## src/hw/rtl/rpfa_pkg.sv

```systemverilog
package rpfa_pkg;

    localparam int FRAME_W        = 12;
    localparam int COUNT_W        = 8;
    localparam int STATUS_W       = 3;
    localparam int ACTION_W       = 2;
    localparam int NUM_FRAMES_DEF = 4096;
    // Wide enough to hold the largest frame count the parameter allows
    localparam int LIMIT_W        = 17;

    localparam logic [COUNT_W-1:0] COUNT_MAX = '1;

    typedef enum logic [ACTION_W-1:0] {
        ACT_ALLOC,
        ACT_FREE,
        ACT_INCR,
        ACT_QUERY
    } action_t;

    typedef enum logic [STATUS_W-1:0] {
        ST_OK,
        ST_NO_FRAME,
        ST_INVALID,
        ST_FULL,
        ST_SATURATED
    } status_t;

    typedef enum logic [2:0] {
        CTL_CLEAR,
        CTL_IDLE,
        CTL_READ,
        CTL_EXEC,
        CTL_WALK,
        CTL_DONE
    } ctl_state_t;

    typedef struct packed {
        logic clr;
        logic capture;
        logic rd;
        logic exec;
        logic walk;
        logic load_out;
    } dp_cmd_t;

    typedef struct packed {
        logic clr_last;
        logic need_walk;
        logic walk_done;
        logic out_free;
    } dp_stat_t;

endpackage

```

## src/hw/rtl/rpfa_ctrl.sv

```systemverilog
module rpfa_ctrl (
    input  logic               aclk,
    input  logic               aresetn,
    input  logic               s_valid,
    input  rpfa_pkg::dp_stat_t stat,
    output logic               s_ready,
    output rpfa_pkg::dp_cmd_t  cmd
);

    rpfa_pkg::ctl_state_t state_reg;
    rpfa_pkg::ctl_state_t state_next;

    always_ff @(posedge aclk) begin
        if (!aresetn) begin
            state_reg <= rpfa_pkg::CTL_CLEAR;
        end else begin
            state_reg <= state_next;
        end
    end

    always_comb begin
        state_next = state_reg;
        unique case (state_reg)
            rpfa_pkg::CTL_CLEAR: begin
                if (stat.clr_last) begin
                    state_next = rpfa_pkg::CTL_IDLE;
                end
            end
            rpfa_pkg::CTL_IDLE: begin
                if (s_valid) begin
                    state_next = rpfa_pkg::CTL_READ;
                end
            end
            rpfa_pkg::CTL_READ: begin
                state_next = rpfa_pkg::CTL_EXEC;
            end
            rpfa_pkg::CTL_EXEC: begin
                state_next = stat.need_walk ? rpfa_pkg::CTL_WALK : rpfa_pkg::CTL_DONE;
            end
            rpfa_pkg::CTL_WALK: begin
                if (stat.walk_done) begin
                    state_next = rpfa_pkg::CTL_DONE;
                end
            end
            rpfa_pkg::CTL_DONE: begin
                // hold until the output register can take the result
                if (stat.out_free) begin
                    state_next = rpfa_pkg::CTL_IDLE;
                end
            end
            default: begin
                state_next = rpfa_pkg::CTL_CLEAR;
            end
        endcase
    end

    always_comb begin
        s_ready      = (state_reg == rpfa_pkg::CTL_IDLE);
        cmd.clr      = (state_reg == rpfa_pkg::CTL_CLEAR);
        cmd.capture  = (state_reg == rpfa_pkg::CTL_IDLE) && s_valid;
        cmd.rd       = (state_reg == rpfa_pkg::CTL_READ);
        cmd.exec     = (state_reg == rpfa_pkg::CTL_EXEC);
        cmd.walk     = (state_reg == rpfa_pkg::CTL_WALK);
        cmd.load_out = (state_reg == rpfa_pkg::CTL_DONE) && stat.out_free;
    end

endmodule

```

## config.mk

```make
export PLATFORM = sky130hd
export DESIGN_NAME = rpfa_ctrl
export DESIGN_NICKNAME = d
export VERILOG_FILES = /design/src/hw/rtl/rpfa_pkg.sv /design/src/hw/rtl/rpfa_ctrl.sv
export SDC_FILE = /design/constraint.sdc
export NUM_CORES = 1
export LEC_CHECK = 0
export ABC_AREA = 1
export BUFFER_PORTS_ARGS = -buffer_cell sky130_fd_sc_hd__buf_2
export CAP_MARGIN = 25
export CORE_AREA = 3 3 40 42
export DETAILED_ROUTE_END_ITERATION = 16
export DIE_AREA = 0 0 43 45
export HOLD_SLACK_MARGIN = 0.12
export PLACE_DENSITY_LB_ADDON = 0.3
export SLEW_MARGIN = 20
export SYNTH_ARGS = -nofsm -noshare
export SYNTH_HDL_FRONTEND = slang
export SYNTH_SLANG_ARGS = --single-unit
```

## constraint.sdc

```tcl
create_clock -name aclk -period 1.4 [get_ports aclk]
set_input_delay 0.07 -clock aclk [delete_from_list [all_inputs] [get_ports aclk]]
set_output_delay 0.07 -clock aclk [all_outputs]
set_load 0.01 [all_outputs]
```

==> reports/qor.txt, run 1 <==
Status: finished clean
Worst Slack Setup Final: 0.249 ns
H-tree depth: 1
CTS sink count: 3
ANT cells: 0
Largest net degree at the start of global routing: 8
Mean area per synthesized cell: 6.08 µm²
Non-Filler Instances: 76
Critical-path maximum fanout: 7
Initial antenna violation count: 0
Final hold slack: 0.264 ns
Post-Syn Instances: 43
First-pass GRT wire length: 1.13 mm
M1 GR Usage: 0.0817
Power Dens Cells: 2060 mW/mm²
Worst Skew: 0.00345 ns
Final nets: 69
Max-slew headroom: 0.835
Fin crit period: 1.15 ns
Number of global-route vias before repair: 294
Post-route clock period utilization: 0.822
Vias: 302
# rows: 13
Final setup violation count: 0
Maximum vdd drop: 752 µV
DP HPWL: 493 µm
Max Slew Vio Count: 0
Inst Count DP: 71
Dpl ws: 0.274 ns
TNS Setup: 0 ns
Share of the synthesized area in the top cell type: 0.230
Finished Core Util: 0.297
Post-route DRC: 0
Met3 usage: 0.0398
Setup Fix Bufs, Post-CTS: 0
Detailed Route WL: 589 µm
Cts hold-fix bufs: 1
Max Freq: 0.868 GHz
Startpoint types: register
Max FFs per register: 3
IO Port Bufs: 13
Average vias per placed instance: 3.97
CTS root buf: clkbuf_4
Area delta synth->final: 45.9%
Final instance area: 382 µm²
# Max-Cap Violations: 0
Top cell family by delay on the critical path: flip-flops
Drt pass-1 iters: 1
Filler instances: 143
Fin. Hold Viols: 0
Clock latency on the worst-skew pair: 0.24 ns
Die X-Extent: 43 µm
Wire per inst: 7.75 µm
Die height: 45 µm
CTS Buf Count: 3
Critical path arrival: 1.08 ns
Pin slew with the least headroom to its limit: 0.248 ns
Routability Congestion: 0.677
Die ar.: 0.00194 mm²
Worst-path clk slew: 0.04 ns
Post-synthesis cell area: 262 µm²
CP Class: register to output port
RSZ-0062 raised after global routing: false
Met2 usage: 0.123
Core area: 0.00128 mm²
Critical path cell sequence: nand3_1, nor2_1, buf_2
Multi-input gate area: 164 µm²
Ports: 14
Commonest non-fill, non-tap cells in the layout: buf_2, nor2_2, nor2_1
Commonest non-fill, non-tap cell in the layout: buf_2
Yosys cell types: 12
CTS-repair resized insts: 0
Syn_nets: 50
Synth Register Bits: 3
Critical path capture point type: output port
CTS tree: yes
Global routing's busiest layer: met2
CP max stage delay: 0.45 ns
Share of cells above drive strength 1: 0.492
Routed Antenna Nets: 0
Total power: 786 µW
YS warnings: 0
Lkg Pwr: 0.214 nW
Seq. cell area: 60.1 µm²
Synth top area cells: dfxtp_1, nor2_2, nor2_1
Clock Path Buffers: 2
Grt total ovfl: 0
Slowest cell on crit path: dfxtp_1
Hold crit path type: input port to register
DP Area: 345 µm²
Iteration-0 DRC Markers: 0
Crit path required time: 1.33 ns
Seq/Total Area, Yosys: 0.230
Initial Util: 0.204
Gr usage total: 0.0807
Area leader, netlist: dfxtp_1
CP Buf/Inv Count: 1
-- final timing paths --
check               startpoint      endpoint  slack (ns)  depth (start not counted)
setup reg to reg  state_reg[2]  state_reg[0]        0.27                          7
hold reg to reg   state_reg[2]  state_reg[2]        0.60                          2
hold / removal         s_valid  state_reg[1]        0.26                          5
setup / recovery  state_reg[2]        cmd[0]        0.25                          3
-- layout make-up --
type                            instances  area share
Multi-Input combinational cell         30       0.430
Tap cell                               15      0.0492
Clock buffer                            4      0.0689
Timing Repair Buffer                   14       0.197
Sequential cell                         3       0.157
Inverter                               10      0.0984
-- cell families (layout without fill, tap and decap cells) --
kind of cell / Yosys count / in the layout / share of synthesized area
AO/OA/AOI/OAI: 2 / 2 / 0.0383
buffers and inverters: 10 / 28 / 0.144
flip-flops: 3 / 3 / 0.230
AND/OR/NAND/NOR: 28 / 28 / 0.589
-- routing by layer --
metal  up-vias  share of wire
li1        167              -
met1       125           0.41
met2         7           0.49
met3         3          0.061
met4         0          0.042
met5         -              0
-- cells in the mapped netlist --
master	instances
nand2_2	1
nand2_1	4
dfxtp_1	3
nand3_4	1
nor2_1	8
nor3_2	1
inv_2	3
inv_1	7
nor3_1	1
nand3_1	4
nor2_2	8
a21oi_1	2
-- worst register-to-register path: cells and delay by family (launching register included) --
family / cells / cell delay [ns]
simple gates: 6 / 0.46
buf+inv: 1 / 0.11
flops: 1 / 0.45
-- power by group --
part           leakage (nW)  internal, mW  total [mW]  switching, mW
Combinational         0.175         0.179       0.456          0.277
Sequential           0.0248         0.120       0.174         0.0538
Clock                0.0150         0.107       0.156         0.0490
Total                 0.214         0.406       0.786          0.380
Power figures use the tool's default switching activity.
==> inputs of run 2 (changes only) <==
==> constraint.sdc (replaced) <==
create_clock -name aclk -period 1.1 [get_ports aclk]
set_input_delay 0.055 -clock aclk [delete_from_list [all_inputs] [get_ports aclk]]
set_output_delay 0.055 -clock aclk [all_outputs]
set_load 0.01 [all_outputs]
==> reports/qor.txt, run 2 (same netlist as run 1, synthesis figures left out) <==
Critical-path maximum fanout: 4
Reg2reg setup slack: 0.09 ns
Clock latency on the worst-skew pair: 0.23 ns
Non-Filler Instances: 78
Worst r2r dst: state_reg[0]
Drt pass-1 iters: 1
Commonest non-fill, non-tap cells in the layout: buf_2, nor2_2, nor2_1
Die X-Extent: 43 µm
Multi-input gate area: 185 µm²
Die ar.: 0.00194 mm²
# rows: 13
Power Dens Cells: 2570 mW/mm²
Share of cells above drive strength 1: 0.619
DP HPWL: 518 µm
Core area: 0.00128 mm²
Max Slew Vio Count: 0
Initial Util: 0.204
ANT cells: 0
Detailed Route WL: 600 µm
Ports: 14
Worst-path clk slew: 0.04 ns
Final nets: 71
WHS Path Cells: 5
Critical path cell sequence: inv_4, buf_4, nor2_4, buf_6
CP Class: register to output port
Worst Skew: 0.00127 ns
Inst Count DP: 73
Hold Crit Start: stat[0]
Hold crit path type: input port to register
Seq. cell area: 71.3 µm²
Pin slew with the least headroom to its limit: 0.161 ns
Final setup violation count: 0
Fin. Hold Viols: 0
Number of global-route vias before repair: 300
Commonest non-fill, non-tap cell in the layout: buf_2
# Max-Cap Violations: 0
Average vias per placed instance: 4.01
Post-route clock period utilization: 0.966
Met1 wire length: 231 µm
Area delta synth->final: 68.4%
First-pass GRT wire length: 1.04 mm
CTS tree: yes
CP max stage delay: 0.37 ns
Iteration-0 DRC Markers: 0
Routed wl met2: 317 µm
Critical path capture point type: output port
Finished Core Util: 0.343
Clock Path Buffers: 2
Max Freq: 0.941 GHz
Wire per inst: 7.69 µm
Status: finished clean
Gr usage total: 0.0740
Slowest cell on crit path: dfxtp_4
Largest net degree at the start of global routing: 7
Die height: 45 µm
Crit path required time: 1.04 ns
Max-slew headroom: 0.892
Met3 routed WL: 32 µm
CTS Buf Count: 3
Fin crit period: 1.06 ns
Post-route DRC: 0
Grt total ovfl: 0
Routed Antenna Nets: 0
Startpoint types: register
Filler instances: 147
Vias: 313
Hold worst-path end: state_reg[1]
Lkg Pwr: 0.231 nW
Max FFs per register: 3
Routability Congestion: 0.683
Worst Reg2Reg Path Length in Cells: 7
Initial antenna violation count: 0
TNS Setup: 0 ns
H-tree depth: 1
Uppermost layer routed: met4
IO Port Bufs: 13
Critical path arrival: 1.01 ns
CTS root buf: clkbuf_4
R2r startpoint: state_reg[1]
RSZ-0062 raised after global routing: true
CTS sink count: 3
Maximum vdd drop: 908 µV
-- run 2: changes by cell type in the layout (fill, tap and decap cells not counted), sizes merged --
cell,change
buf,+2
-- run 2: report_power, final --
part,total [mW],internal (mW),leakage (nW),switching (mW)
clock,0.190,0.136,0.0150,0.0544
sequential,0.269,0.178,0.0267,0.0910
combinational,0.673,0.288,0.190,0.385
total,1.13,0.602,0.231,0.531
-- run 2: stage by stage --
| stage | setup slack [ns] | hold WS, ns | power (mW) | cell area, µm² |
|---|---|---|---|---|
| floorplan | 0.0337 | 0.176 | 0.654 | 262 |
| global placement | 0.00742 | 0.305 | 0.854 | 360 |
| detailed placement | 0.00202 | 0.308 | 0.853 | 360 |
| CTS | 0.00545 | 0.240 | 1.07 | 400 |
| global route | -0.00854 | 0.283 | 1.25 | 440 |
| finish | 0.0370 | 0.241 | 1.13 | 440 |
-- run 2: what timing repair did --
action | 4_1_cts | 5_1_grt
hold buffers | 1 | 0
pin swaps | 1 | 1
setup endpoints to repair | 6 | 6
buffers inserted | 0 | 0
gates resized for setup | 3 | 12
endpoints found under the hold margin | 3 | 0
-- run 2: worst max-delay path, delay by kind of cell (launching register included) --
family                 cells  cell delay, ns
AND/OR/NAND/NOR            1            0.11
buffers and inverters      3            0.30
flip-flops                 1            0.37
-- run 2: cell type report --
| cell class | instances | share of cell area |
|---|---|---|
| multi-input combinational | 30 | 0.420 |
| timing repair buffer | 16 | 0.219 |
| sequential | 3 | 0.162 |
| inverter | 10 | 0.0966 |
| clock buffer | 4 | 0.0597 |
| tap | 15 | 0.0426 |
-- run 2: worst max-delay path by stage --
| stage | cells past startpoint | startpoint | endpoint | slack, ns |
|---|---|---|---|---|
| floorplan | 4 | state_reg[1] | state_reg[1] | 0.03 |
| global placement | 7 | state_reg[2] | state_reg[0] | 0.007 |
| detailed placement | 7 | state_reg[2] | state_reg[0] | 0.002 |
| CTS | 3 | state_reg[1] | cmd[3] | 0.005 |
| global route | 4 | state_reg[1] | cmd[2] | -0.009 |
| finish | 4 | state_reg[1] | cmd[2] | 0.04 |
-- run 2: routing by layer --
| layer | vias to the layer above | GRT usage |
|---|---|---|
| met1 | 137 | 0.0601 |
| met3 | 2 | 0.0199 |
| met4 | 0 | 0.0723 |
| met2 | 6 | 0.141 |
| met5 | - | 0 |
| li1 | 168 | - |
